==> config.mk <==
export PLATFORM = sky130hd
export DESIGN_NAME = loop_region_block_segmenter
export DESIGN_NICKNAME = d
export VERILOG_FILES = /design/src/rtl/lrbs_pkg.sv /design/src/rtl/lrbs_rem.sv /design/src/rtl/lrbs_front.sv /design/src/rtl/lrbs_queue.sv /design/src/rtl/lrbs_back.sv /design/src/rtl/loop_region_block_segmenter.sv
export SDC_FILE = /design/constraint.sdc
export NUM_CORES = 1
export LEC_CHECK = 0
export BUFFER_PORTS_ARGS = -buffer_cell sky130_fd_sc_hd__buf_2
export CAP_MARGIN = 20
export CORE_MARGIN = 5
export CORE_UTILIZATION = 30
export DETAILED_ROUTE_END_ITERATION = 10
export PLACE_DENSITY = 0.51
export SETUP_SLACK_MARGIN = 0.05
export SKIP_CTS_REPAIR_TIMING = 1
export SYNTH_ARGS = -nofsm -noshare
export SYNTH_HDL_FRONTEND = slang
export SYNTH_SLANG_ARGS = --single-unit
==> constraint.sdc <==
create_clock -name clk -period 17.6 [get_ports clk]
set_input_delay 2.64 -clock clk [delete_from_list [all_inputs] [get_ports clk]]
set_output_delay 2.64 -clock clk [all_outputs]
set_load 0.03 [all_outputs]
==> src/rtl/lrbs_pkg.sv <==
// Shared types and constants for the loop region block segmenter.
`default_nettype none
package lrbs_pkg;
	localparam int POS_W    = 48;
	localparam int SEGPOS_W = 47;
	localparam int CFG_W    = 32;
	localparam int IDX_W    = 2;

	localparam logic [IDX_W-1:0] REG_LOOP_START = 2'd0;
	localparam logic [IDX_W-1:0] REG_LOOP_END   = 2'd1;
	localparam logic [IDX_W-1:0] REG_WAIT_START = 2'd2;

	typedef struct packed {
		logic [CFG_W-1:0] loop_start;
		logic [CFG_W-1:0] loop_end;
		logic [CFG_W-1:0] wait_start;
	} cfg_t;
endpackage
`default_nettype wire

==> src/rtl/lrbs_rem.sv <==
// Iterative restoring remainder unit, one dividend bit per cycle.
`default_nettype none
module lrbs_rem #(
	parameter int DVD_W = 47,
	parameter int DVS_W = 32
) (
	input  wire logic             clk,
	input  wire logic             arst_n,
	input  wire logic             load,
	input  wire logic [DVD_W-1:0] dividend,
	input  wire logic [DVS_W-1:0] divisor,
	output logic                  done,
	output logic [DVS_W-1:0]      remainder
);
	localparam int CNT_W = $clog2(DVD_W + 1);

	logic [DVS_W-1:0] rem_q;
	logic [DVD_W-1:0] dvd_q;
	logic [DVS_W-1:0] dvs_q;
	logic [CNT_W-1:0] cnt_q;
	logic             run_q;
	logic             done_q;
	logic [DVS_W:0]   trial;
	logic [DVS_W:0]   diff;

	assign trial = {rem_q, dvd_q[DVD_W-1]};
	assign diff  = trial - {1'b0, dvs_q};

	always_ff @(posedge clk or negedge arst_n) begin
		if (!arst_n) begin
			run_q  <= 1'b0;
			done_q <= 1'b0;
			cnt_q  <= '0;
		end else begin
			done_q <= 1'b0;
			if (load) begin
				run_q <= 1'b1;
				cnt_q <= CNT_W'(DVD_W);
			end else if (run_q) begin
				cnt_q <= cnt_q - 1'b1;
				if (cnt_q == CNT_W'(1)) begin
					run_q  <= 1'b0;
					done_q <= 1'b1;
				end
			end
		end
	end

	always_ff @(posedge clk) begin
		if (load) begin
			rem_q <= '0;
			dvd_q <= dividend;
			dvs_q <= divisor;
		end else if (run_q) begin
			dvd_q <= {dvd_q[DVD_W-2:0], 1'b0};
			if (!diff[DVS_W])
				rem_q <= diff[DVS_W-1:0];
			else
				rem_q <= trial[DVS_W-1:0];
		end
	end

	assign done      = done_q;
	assign remainder = rem_q;
endmodule
`default_nettype wire

==> src/rtl/lrbs_front.sv <==
// Front end: takes a block, skips frames before the wait start, wraps the position.
`default_nettype none
module lrbs_front #(
	parameter int FRAME_W    = 13,
	parameter int OFFSET_W   = 12,
	parameter int MAX_FRAMES = 4096,
	parameter int JOB_W      = 72
) (
	input  wire logic                            clk,
	input  wire logic                            arst_n,
	input  wire lrbs_pkg::cfg_t                  cfg,
	input  wire logic                            start,
	output logic                                 busy,
	input  wire logic [lrbs_pkg::POS_W-1:0]      block_position,
	input  wire logic [FRAME_W-1:0]              frame_count,
	output logic                                 push,
	output logic [JOB_W-1:0]                     job,
	input  wire logic                            full
);
	localparam int POS_W    = lrbs_pkg::POS_W;
	localparam int SEGPOS_W = lrbs_pkg::SEGPOS_W;
	localparam int CFG_W    = lrbs_pkg::CFG_W;

	localparam logic [2:0] F_IDLE  = 3'd0;
	localparam logic [2:0] F_SKIP  = 3'd1;
	localparam logic [2:0] F_CLASS = 3'd2;
	localparam logic [2:0] F_DIV   = 3'd3;
	localparam logic [2:0] F_PUSH  = 3'd4;

	logic [2:0]          state_q;
	logic [POS_W-1:0]    pos_q;
	logic [FRAME_W-1:0]  total_q;
	logic [FRAME_W-1:0]  remain_q;
	logic [OFFSET_W-1:0] offset_q;
	logic [SEGPOS_W-1:0] upos_q;

	logic [FRAME_W-1:0]  total_sat;
	logic [POS_W:0]      skip_d;
	logic                skip_pos;
	logic                skip_all;
	logic                loop_en;
	logic                wrap;
	logic                div_load;
	logic                div_done;
	logic [CFG_W-1:0]    div_rem;

	assign total_sat = (frame_count > FRAME_W'(MAX_FRAMES)) ? FRAME_W'(MAX_FRAMES) : frame_count;

	assign skip_d   = {{(POS_W+1-CFG_W){1'b0}}, cfg.wait_start} - {pos_q[POS_W-1], pos_q};
	assign skip_pos = !skip_d[POS_W] && (skip_d != '0);
	assign skip_all = skip_d[POS_W-1:0] >= {{(POS_W-FRAME_W){1'b0}}, total_q};

	assign loop_en  = cfg.loop_end > cfg.loop_start;
	assign wrap     = loop_en && (upos_q >= {{(SEGPOS_W-CFG_W){1'b0}}, cfg.loop_end});
	assign div_load = (state_q == F_CLASS) && wrap;

	lrbs_rem #(
		.DVD_W(SEGPOS_W),
		.DVS_W(CFG_W)
	) u_rem (
		.clk      (clk),
		.arst_n   (arst_n),
		.load     (div_load),
		.dividend (upos_q - {{(SEGPOS_W-CFG_W){1'b0}}, cfg.loop_start}),
		.divisor  (cfg.loop_end - cfg.loop_start),
		.done     (div_done),
		.remainder(div_rem)
	);

	always_ff @(posedge clk or negedge arst_n) begin
		if (!arst_n) begin
			state_q <= F_IDLE;
		end else begin
			case (state_q)
				F_IDLE: begin
					if (start)
						state_q <= F_SKIP;
				end
				F_SKIP: begin
					if (total_q == '0 || (skip_pos && skip_all))
						state_q <= F_IDLE;
					else
						state_q <= F_CLASS;
				end
				F_CLASS: begin
					state_q <= wrap ? F_DIV : F_PUSH;
				end
				F_DIV: begin
					if (div_done)
						state_q <= F_PUSH;
				end
				F_PUSH: begin
					if (!full)
						state_q <= F_IDLE;
				end
				default: state_q <= F_IDLE;
			endcase
		end
	end

	always_ff @(posedge clk) begin
		case (state_q)
			F_IDLE: begin
				pos_q   <= block_position;
				total_q <= total_sat;
			end
			F_SKIP: begin
				if (skip_pos) begin
					remain_q <= total_q - skip_d[FRAME_W-1:0];
					offset_q <= skip_d[OFFSET_W-1:0];
					upos_q   <= {{(SEGPOS_W-CFG_W){1'b0}}, cfg.wait_start};
				end else begin
					remain_q <= total_q;
					offset_q <= '0;
					upos_q   <= pos_q[SEGPOS_W-1:0];
				end
			end
			F_DIV: begin
				if (div_done)
					upos_q <= {{(SEGPOS_W-CFG_W){1'b0}}, cfg.loop_start + div_rem};
			end
			default: begin
			end
		endcase
	end

	assign busy = state_q != F_IDLE;
	assign push = (state_q == F_PUSH) && !full;
	assign job  = {upos_q, remain_q, offset_q};
endmodule
`default_nettype wire

==> src/rtl/lrbs_queue.sv <==
// Small register queue between the front and back ends.
`default_nettype none
module lrbs_queue #(
	parameter int WIDTH = 72,
	parameter int DEPTH = 2
) (
	input  wire logic             clk,
	input  wire logic             arst_n,
	input  wire logic             push,
	input  wire logic [WIDTH-1:0] wdata,
	input  wire logic             pop,
	output logic [WIDTH-1:0]      rdata,
	output logic                  full,
	output logic                  empty
);
	localparam int PTR_W = (DEPTH > 1) ? $clog2(DEPTH) : 1;
	localparam int CNT_W = $clog2(DEPTH + 1);

	logic [WIDTH-1:0] mem_q [DEPTH];
	logic [PTR_W-1:0] wptr_q;
	logic [PTR_W-1:0] rptr_q;
	logic [CNT_W-1:0] cnt_q;

	always_ff @(posedge clk or negedge arst_n) begin
		if (!arst_n) begin
			wptr_q <= '0;
			rptr_q <= '0;
			cnt_q  <= '0;
		end else begin
			if (push)
				wptr_q <= (wptr_q == PTR_W'(DEPTH - 1)) ? '0 : wptr_q + 1'b1;
			if (pop)
				rptr_q <= (rptr_q == PTR_W'(DEPTH - 1)) ? '0 : rptr_q + 1'b1;
			if (push && !pop)
				cnt_q <= cnt_q + 1'b1;
			else if (pop && !push)
				cnt_q <= cnt_q - 1'b1;
		end
	end

	always_ff @(posedge clk) begin
		if (push)
			mem_q[wptr_q] <= wdata;
	end

	assign rdata = mem_q[rptr_q];
	assign full  = cnt_q == CNT_W'(DEPTH);
	assign empty = cnt_q == '0;
endmodule
`default_nettype wire

==> src/rtl/lrbs_back.sv <==
// Back end: splits a job at each loop end and emits one segment per cycle.
`default_nettype none
module lrbs_back #(
	parameter int FRAME_W      = 13,
	parameter int OFFSET_W     = 12,
	parameter int MAX_SEGMENTS = 64,
	parameter int JOB_W        = 72
) (
	input  wire logic                              clk,
	input  wire logic                              arst_n,
	input  wire lrbs_pkg::cfg_t                    cfg,
	input  wire logic [JOB_W-1:0]                  job,
	input  wire logic                              empty,
	output logic                                   pop,
	output logic                                   strobe,
	output logic [lrbs_pkg::SEGPOS_W-1:0]          segment_position,
	output logic [FRAME_W-1:0]                     segment_frames,
	output logic [OFFSET_W-1:0]                    buffer_offset,
	output logic                                   last,
	output logic                                   truncated
);
	localparam int SEGPOS_W = lrbs_pkg::SEGPOS_W;
	localparam int CFG_W    = lrbs_pkg::CFG_W;
	localparam int SEG_W    = $clog2(MAX_SEGMENTS);

	localparam logic B_IDLE = 1'b0;
	localparam logic B_RUN  = 1'b1;

	logic                state_q;
	logic [SEGPOS_W-1:0] pos_q;
	logic [FRAME_W-1:0]  remain_q;
	logic [OFFSET_W-1:0] offset_q;
	logic [SEG_W-1:0]    cnt_q;

	logic                loop_en;
	logic [CFG_W-1:0]    lim;
	logic [CFG_W-1:0]    rem_ext;
	logic [FRAME_W-1:0]  seg;
	logic [FRAME_W-1:0]  rem_next;
	logic                at_cap;
	logic                is_last;

	logic                strobe_q;
	logic [SEGPOS_W-1:0] pos_o_q;
	logic [FRAME_W-1:0]  frames_o_q;
	logic [OFFSET_W-1:0] offset_o_q;
	logic                last_o_q;
	logic                trunc_o_q;

	assign loop_en  = cfg.loop_end > cfg.loop_start;
	assign lim      = cfg.loop_end - pos_q[CFG_W-1:0];
	assign rem_ext  = CFG_W'(remain_q);
	assign seg      = (!loop_en || rem_ext <= lim) ? remain_q : lim[FRAME_W-1:0];
	assign rem_next = remain_q - seg;
	assign at_cap   = cnt_q == SEG_W'(MAX_SEGMENTS - 1);
	assign is_last  = (rem_next == '0) || at_cap;
	assign pop      = (state_q == B_IDLE) && !empty;

	always_ff @(posedge clk or negedge arst_n) begin
		if (!arst_n) begin
			state_q  <= B_IDLE;
			strobe_q <= 1'b0;
		end else begin
			strobe_q <= state_q == B_RUN;
			case (state_q)
				B_IDLE: begin
					if (!empty)
						state_q <= B_RUN;
				end
				B_RUN: begin
					if (is_last)
						state_q <= B_IDLE;
				end
				default: state_q <= B_IDLE;
			endcase
		end
	end

	always_ff @(posedge clk) begin
		if (state_q == B_IDLE) begin
			{pos_q, remain_q, offset_q} <= job;
			cnt_q <= '0;
		end else begin
			pos_o_q    <= pos_q;
			frames_o_q <= seg;
			offset_o_q <= offset_q;
			last_o_q   <= is_last;
			trunc_o_q  <= (rem_next != '0) && at_cap;
			pos_q      <= {{(SEGPOS_W-CFG_W){1'b0}}, cfg.loop_start};
			remain_q   <= rem_next;
			offset_q   <= offset_q + OFFSET_W'(seg);
			cnt_q      <= cnt_q + 1'b1;
		end
	end

	assign strobe           = strobe_q;
	assign segment_position = pos_o_q;
	assign segment_frames   = frames_o_q;
	assign buffer_offset    = offset_o_q;
	assign last             = last_o_q;
	assign truncated        = trunc_o_q;
endmodule
`default_nettype wire

==> src/rtl/loop_region_block_segmenter.sv <==
// Top level of the loop region block segmenter.
// A block is taken when start is high and busy is low; busy stays high while the
// front end works on it: the block is dropped when the frame count is zero or every
// frame lies before wait_start; a position at or past loop_end is wrapped by the
// bit-serial remainder unit (one bit of the 47-bit position per cycle); and the job
// is pushed once the two-entry job queue has room. The back end pops a job when idle,
// then works out one segment per cycle, each shown on strobe in the following cycle
// from the output register, up to MAX_SEGMENTS per block.
// Results are shown for one cycle only and cannot be held off; the receiver must
// take every strobed beat. Configuration writes are always ready and must only be
// made while no block is in flight.
`default_nettype none
module loop_region_block_segmenter #(
	parameter int MAX_FRAMES   = 4096,
	parameter int MAX_SEGMENTS = 64,
	parameter int FRAME_W      = $clog2(MAX_FRAMES + 1),
	parameter int OFFSET_W     = $clog2(MAX_FRAMES)
) (
	input  wire logic                             clk,
	input  wire logic                             arst_n,
	input  wire logic                             cfg_valid,
	output logic                                  cfg_ready,
	input  wire logic [lrbs_pkg::IDX_W-1:0]       cfg_index,
	input  wire logic [lrbs_pkg::CFG_W-1:0]       cfg_data,
	input  wire logic                             start,
	output logic                                  busy,
	input  wire logic [lrbs_pkg::POS_W-1:0]       block_position,
	input  wire logic [FRAME_W-1:0]               frame_count,
	output logic                                  strobe,
	output logic [lrbs_pkg::SEGPOS_W-1:0]         segment_position,
	output logic [FRAME_W-1:0]                    segment_frames,
	output logic [OFFSET_W-1:0]                   buffer_offset,
	output logic                                  last,
	output logic                                  truncated
);
	localparam int JOB_W = lrbs_pkg::SEGPOS_W + FRAME_W + OFFSET_W;

	lrbs_pkg::cfg_t   cfg_q;
	logic             q_push;
	logic             q_pop;
	logic             q_full;
	logic             q_empty;
	logic [JOB_W-1:0] q_wdata;
	logic [JOB_W-1:0] q_rdata;

	assign cfg_ready = 1'b1;

	always_ff @(posedge clk or negedge arst_n) begin
		if (!arst_n) begin
			cfg_q <= '0;
		end else if (cfg_valid) begin
			case (cfg_index)
				lrbs_pkg::REG_LOOP_START: cfg_q.loop_start <= cfg_data;
				lrbs_pkg::REG_LOOP_END:   cfg_q.loop_end   <= cfg_data;
				lrbs_pkg::REG_WAIT_START: cfg_q.wait_start <= cfg_data;
				default: begin
				end
			endcase
		end
	end

	lrbs_front #(
		.FRAME_W   (FRAME_W),
		.OFFSET_W  (OFFSET_W),
		.MAX_FRAMES(MAX_FRAMES),
		.JOB_W     (JOB_W)
	) u_front (
		.clk           (clk),
		.arst_n        (arst_n),
		.cfg           (cfg_q),
		.start         (start),
		.busy          (busy),
		.block_position(block_position),
		.frame_count   (frame_count),
		.push          (q_push),
		.job           (q_wdata),
		.full          (q_full)
	);

	lrbs_queue #(
		.WIDTH(JOB_W),
		.DEPTH(2)
	) u_queue (
		.clk   (clk),
		.arst_n(arst_n),
		.push  (q_push),
		.wdata (q_wdata),
		.pop   (q_pop),
		.rdata (q_rdata),
		.full  (q_full),
		.empty (q_empty)
	);

	lrbs_back #(
		.FRAME_W     (FRAME_W),
		.OFFSET_W    (OFFSET_W),
		.MAX_SEGMENTS(MAX_SEGMENTS),
		.JOB_W       (JOB_W)
	) u_back (
		.clk             (clk),
		.arst_n          (arst_n),
		.cfg             (cfg_q),
		.job             (q_rdata),
		.empty           (q_empty),
		.pop             (q_pop),
		.strobe          (strobe),
		.segment_position(segment_position),
		.segment_frames  (segment_frames),
		.buffer_offset   (buffer_offset),
		.last            (last),
		.truncated       (truncated)
	);
endmodule
`default_nettype wire

== After elaboration in Yosys (flattened, before gate mapping) ==
Memory sizes are Yosys's and may differ from the RTL's.
Cells that the tools add are included.

* Input port bits: 99
* Memories: 1
* Word-level logic and storage cells: 132
* Output and inout port bits: 77
* RAM bits: 144
* Register bits after elaboration: 509

* $add $sub $neg: 15
* Magnitude comparators: 5
* Reduce and logical (&&, ||, !) cells: 34
* Mux-type cells: 34
* Eq/ne operators: 12
* Bitwise logic cells: 1

{| class="wikitable"
|+ Memories
! name !! words !! bits a word !! read ports !! clocked after Yosys merged registers in !! wr ports !! RTL line !! text
|-
| u_queue.mem_q || 2 || 72 || 1 || 0 || 1 || lrbs_queue.sv:19 || <nowiki>logic [WIDTH-1:0] mem_q [DEPTH];</nowiki>
|}

{| class="wikitable"
|+ Operators by type and width
! operator !! number
|-
| 47-bit two-way mux || 4
|-
| 47-bit case mux with 2 select lines || 1
|-
| 32-bit two-way mux || 2
|-
| 32-bit subtractor || 2
|-
| 49-bit nonzero test || 1
|-
| 33-bit by 48-bit subtractor with 49-bit output || 1
|-
| 48-bit by 13-bit >= comparator with 1-bit output || 1
|-
| 47-bit by 32-bit >= comparator with 1-bit output || 1
|-
| 47-bit by 32-bit subtractor with 47-bit output || 1
|-
| 13-bit two-way mux || 3
|-
| 33-bit by 32-bit subtractor with 33-bit output || 1
|-
| 32-bit adder || 1
|-
| 32-bit > comparator || 1
|-
| 13-bit by 32-bit <= comparator with 1-bit output || 1
|-
| 13-bit zero test || 2
|-
| 13-bit subtractor || 2
|-
| 3-bit case mux with 5 select lines || 1
|-
| 13-bit > comparator, second input constant || 1
|-
| 13-bit nonzero test || 1
|-
| 12-bit adder || 1
|-
| 1-bit two-way mux || 12
|-
| 12-bit two-way mux || 1
|-
| 3-bit two-way mux || 4
|-
| 6-bit two-way mux || 2
|-
| 25 further kinds || 53
|}

== Depth between registers and ports, before layout ==
* Depth in word-level cells: 9
* Gate-level depth with buffers: 43
* Mapped depth without buffers: 40

== Hierarchy ==
Synthesis repeated with hierarchy kept, for this count alone.

* Cell total of the unflattened synthesis: 3,884
* Area, all modules: 41,116.9 um2

{| class="wikitable"
|+ By module, submodules not included
! module !! area an instance (um2) !! cells an instance !! seq. area each (um2) !! times used
|-
| lrbs_front || 15,084.5 || 1,786 || 4,068.9 || 1
|-
| lrbs_back || 9,950.8 || 1,037 || 3,833.7 || 1
|-
| lrbs_rem || 6,712.7 || 615 || 3,213.1 || 1
|-
| lrbs_queue || 5,731.7 || 240 || 4,424.2 || 1
|-
| loop_region_block_segmenter || 3,637.2 || 206 || 2,402.3 || 1
|}

== Worst setup path before layout ==
OpenSTA, ideal clock, no wires.

* Kind: register to register
* Start point: reg cfg_q[32] (netlist name)
* End point: reg u_back.trunc_o_q (netlist: u_back.truncated) (data pin)
* Setup time: 265 ps
* Stages on the path, launching flop included: 43
* Arrival: 7,114 ps
* Path buffers: 3
* Period minus slack after synthesis: 7,379 ps
* Path slack: 10,221 ps
* Required time: 17,335 ps
* Path through: dfrtp_1 > inv_1 > ha_1 > fa_1 > nand2b_1 > a21oi_2 > o2111ai_1 > nand3b_1 > a21oi_1 > xnor2_1 > inv_1 > ha_1 > nor2_1 > a221o_1 > nor4_1 > nand4_1 > a2111oi_0 > nand4b_1 > [... 7 more ...] > ha_1 > inv_1 > ha_1 > a21oi_1 > nand2_1 > a21oi_1 > nor3_1 > nand2_1 > nor2_1 > o31ai_1 > o32ai_1 > a211o_1 > a21oi_1 > xnor2_1 > nor3_1 > nand2_1 > nor4b_2 > nor2b_1

* Word-level cells in the longest chain between the ends: 7
* Elaborated cells between the ends (all ways): 9
* Those cells by class: add/sub (2); order compare (2); mux (1); reduce/logical (4)

{| class="wikitable"
|+ Ends and longest elaborated chain
! what !! RTL line !! text
|-
| start: declaration || loop_region_block_segmenter.sv:38 || <nowiki>lrbs_pkg::cfg_t cfg_q;</nowiki>
|-
| 32-bit subtractor / 32-bit > comparator (equally long branches) || lrbs_back.sv:51, lrbs_back.sv:50 ||
|-
| 13-bit by 32-bit <= comparator with 1-bit output / 1-bit zero test (equally long branches) || lrbs_back.sv:53 || <nowiki>assign seg = (!loop_en || rem_ext <= lim) ? remain_q : lim[FRAME_W-1:0];</nowiki>
|-
| 1-bit logical OR || lrbs_back.sv:53 ||
|-
| 13-bit two-way mux * || lrbs_back.sv:53 ||
|-
| named net u_back.seg[0] || lrbs_back.sv:38 || <nowiki>logic [FRAME_W-1:0] seg;</nowiki>
|-
| 13-bit subtractor * || lrbs_back.sv:54 || <nowiki>assign rem_next = remain_q - seg;</nowiki>
|-
| 13-bit nonzero test * || lrbs_back.sv:88 || <nowiki>trunc_o_q <= (rem_next != '0) && at_cap;</nowiki>
|-
| 1-bit logical AND * || lrbs_back.sv:88 ||
|-
| end signal: assignment || lrbs_back.sv:88 ||
|-
| end: declaration || lrbs_back.sv:48 || <nowiki>logic trunc_o_q;</nowiki>
|}

The timed path passes the listed nets; every way through them passes the cells marked *.
A chain may end at the register's enable or synchronous reset.

== Worst setup path after layout ==
Same ends and word-level chain as after synthesis.

==> results by group <==
STA
  – Setup violators final: 0
  – RSZ-0062 raised after global routing: no
  – Clock skew: 0.02185 ns
  – Fmax: 112.0 MHz
  – Hold Vio Cnt, Final: 0
  – Setup_tns: 0 ns
  – Worst Max-Slew Pin Slew: 1.018 ns
  – Slew Viols, Final: 0
  – Final Cycle Share: 0.5072
  – Fin crit period: 8.926 ns
  – Slew HR: 0.3203

Synth
  – Seq/Total Area, Yosys: 0.4724
  – Dominant synthesized flop cell: edfxtp_1
  – Mean Syn Cell Area: 10.16 um^2
  – Cell Area, Synth: 37980 um^2
  – Post-synth EDFFs: 430
  – Synth top area share: 0.3400
  – Warnings, synthesis: 0
  – Synth area leader: edfxtp_1
  – #FFs+latches synth: 653
  – Mapped Cells: 3737
  – Post-synth net total: 4120
  – Unique masters post-synth: 98
  – Top cells by area in the synthesized netlist: edfxtp_1 34%, ha_1 9.1%, dfrtp_1 7.4%, dfxtp_1 5.8%, o21ai_0 3.7%
  – Ys async rst share: 0.1730

Critical path
  – Worst Path Required: 17.98 ns
  – Crit path max-delay cell type: o21ai_0
  – Worst Setup End Kind: register
  – Setup crit start: cfg_q[32]
  – Worst path max stage delay: 0.55 ns
  – Reg2reg start: cfg_q[32]
  – R2r worst-path depth: 39
  – R2R setup slack: 8.67 ns
  – Worst reg2reg endpoint: u_back.truncated
  – Crit Path Max Fanout: 25
  – CP arrival: 9.31 ns
  – Startpoint types: register
  – WS Path Type: register to register

Global routing
  – All-Layer GR Usage: 0.1767
  – First-pass GRT wire length: 180.3 mm
  – Vias in the first global route: 27588
  – Initial antenna violation count: 11
  – Largest net degree at the start of global routing: 147
  – GR Overflow Total: 0

Placed design
  – RePlAce Congestion: 0.8970
  – IO Port Bufs: 174
  – DP HPWL: 94.52 mm

CTS
  – Clock Pin Slew Worst Setup and Hold Paths: 0.06 ns
  – CTS tree: done
  – Clock Sinks: 653
  – Num CTS Buffers: 75
  – Clk buf depth: 3
  – Clk_lat worst skew: 0.64 ns
  – Clock root buffer: clkbuf_16
  – H-tree depth: 3

Routing
  – Detailed Route Iter0 Violations: 2391
  – Vias/cell: 5.158
  – Remaining DRCs: 0
  – Drt pass-1 iters: 6
  – Drt total wl: 122.9 mm
  – DR WL/cell: 21.94 um
  – Post-DRT Antenna Nets: 0
  – DR vias: 28897

Floorplan
  – Die ar.: 133800 um^2
  – DIE HEIGHT: 365.8 um
  – I/O pin cnt: 176
  – Die X: 365.8 um
  – Row Count: 130
  – Core area: 125700 um^2
  – Starting Density: 0.3021

Final layout
  – Share of layout cells above drive strength 1: 0.1158
  – Most frequent cells in the layout: 430 x edfxtp_1, 297 x nand2_1, 290 x inv_1
  – Layout area overhead: 13.69%
  – Most common cell after layout, fill and taps aside: edfxtp_1
  – Number of fill cells in the layout: 12808
  – Net count, final: 4267

Power and ir drop
  – Reg power frac: 0.314
  – Total Power: 8.921 mW
  – Switching share of total power: 0.4409
  – Cell leakage power: 17.93 nW
  – Clock power share: 0.176
  – Switch Pwr: 3.933 mW
  – Comb power frac: 0.510
  – IR drop worst, VDD: 102.4 uV
  – Pint: 4.988 mW
  – Pwr per Cell Area: 206.6 nW/um^2

Min path
  – Hold Path Class: register to register
  – Hold Path End: u_back.segment_position[36]
  – Hold path depth: 0
  – Worst hold path startpoint: u_back.pos_q[36]

Outcome
  – Status: completed

Run
  – MaxCap Viol Count: 0
## power by group through the flow
stage               combinational [mW]  clock [mW]  sequential [mW]
finish                            4.55        1.57             2.80
global route                      5.03        1.68             2.85
CTS                               4.55        1.61             2.81
detailed placement                4.51           0             2.83
global placement                  4.51           0             2.82
floorplan                         3.24           0             2.68
## area by class of cell
type,count,area [um^2],area share
Antenna cell,5,12.51,0.0002897
Clock buffer,102,2090,0.04839
Clock inverter,38,366.6,0.008490
Inverter,293,1100,0.02547
Multi-Input combinational cell,2658,18490,0.4282
Sequential cell,653,17950,0.4157
Tap cell,1650,2064,0.04781
Timing Repair Buffer,203,1107,0.02564
## worst max-delay path by stage
stage | to | slack, ns | cells after the start
after floorplan | u_back.truncated | 10.22 | 42
after global placement | u_back.truncated | 8.92 | 39
after detailed placement | u_back.truncated | 8.86 | 39
after CTS | u_back.truncated | 8.84 | 39
after global routing | u_back.truncated | 7.86 | 39
final | u_back.truncated | 8.67 | 39
## Yosys cell counts, types with 44 or more instances
cell type	instances
o21ai_0	278
edfxtp_1	430
inv_1	291
ha_1	277
nand3_1	61
a21o_1	74
xnor2_1	130
nand2_1	299
dfrtp_1	113
a211oi_1	67
dfxtp_1	110
nor2_1	228
xor2_1	66
a21oi_1	241
and3_1	44
nor3_1	112
mux2_2	76
clkbuf_1	102
nand2b_1	45
mux2i_1	107
nor2b_1	45
## layer usage
layer,up-vias,track usage,share of wire
met2,760,0.2802,0.45
met5,-,0,0.00068
li1,13943,-,-
met1,14029,0.2456,0.47
met3,153,0.03980,0.066
met4,12,0.04143,0.021
## through the flow
stage                       util  hold WS [ns]  area, um^2  setup WS, ns  cells
after floorplan                -        0.3855       37980         10.22   3737
after global placement    0.3238        0.3883       40710         8.918   5457
after detailed placement  0.3238        0.3887       40710         8.860   5457
after CTS                 0.3433        0.4022       43170         8.836   5597
after global routing      0.3433        0.4105       43170         7.864   5597
final                     0.3434        0.4040       43180         8.674   5602
## state kept, by name (all words and copies together) (netlist names), 12 cells and up
name                     flops
u_queue.mem_q              144
cfg_q                       96
u_front.pos_q               48
u_back.pos_q                47
u_back.segment_position     47
u_front.u_rem.dvd_q         47
u_front.upos_q              47
u_front.u_rem.dvs_q         32
u_front.u_rem.remainder     32
u_back.remain_q             13
u_back.segment_frames       13
u_front.remain_q            13
u_front.total_q             13
u_back.buffer_offset        12
u_back.offset_q             12
u_front.offset_q            12
## logic make-up after synthesis
group / after synthesis / synth area share
compound gates: 956 / 0.1584
xor+xnor: 197 / 0.04579
fa+ha+maj: 288 / 0.09599
buf+inv: 426 / 0.04292
flops: 653 / 0.4724
mux: 183 / 0.05073
other cells: 1 / 0.00009873
simple gates: 1033 / 0.1337
## critical path, delay by kind of cell, from the launching register on
family | cells | cell delay, ns
xor gates and xnor gates | 2 | 0.36
buffers and inverters | 3 | 0.23
adders and majority gates | 5 | 1.37
and+or+nand+nor | 17 | 3.24
DFF | 1 | 0.37
AOI/OAI and AO/OA | 12 | 3.12
No activity file was read; power rests on OpenSTA's default activity.
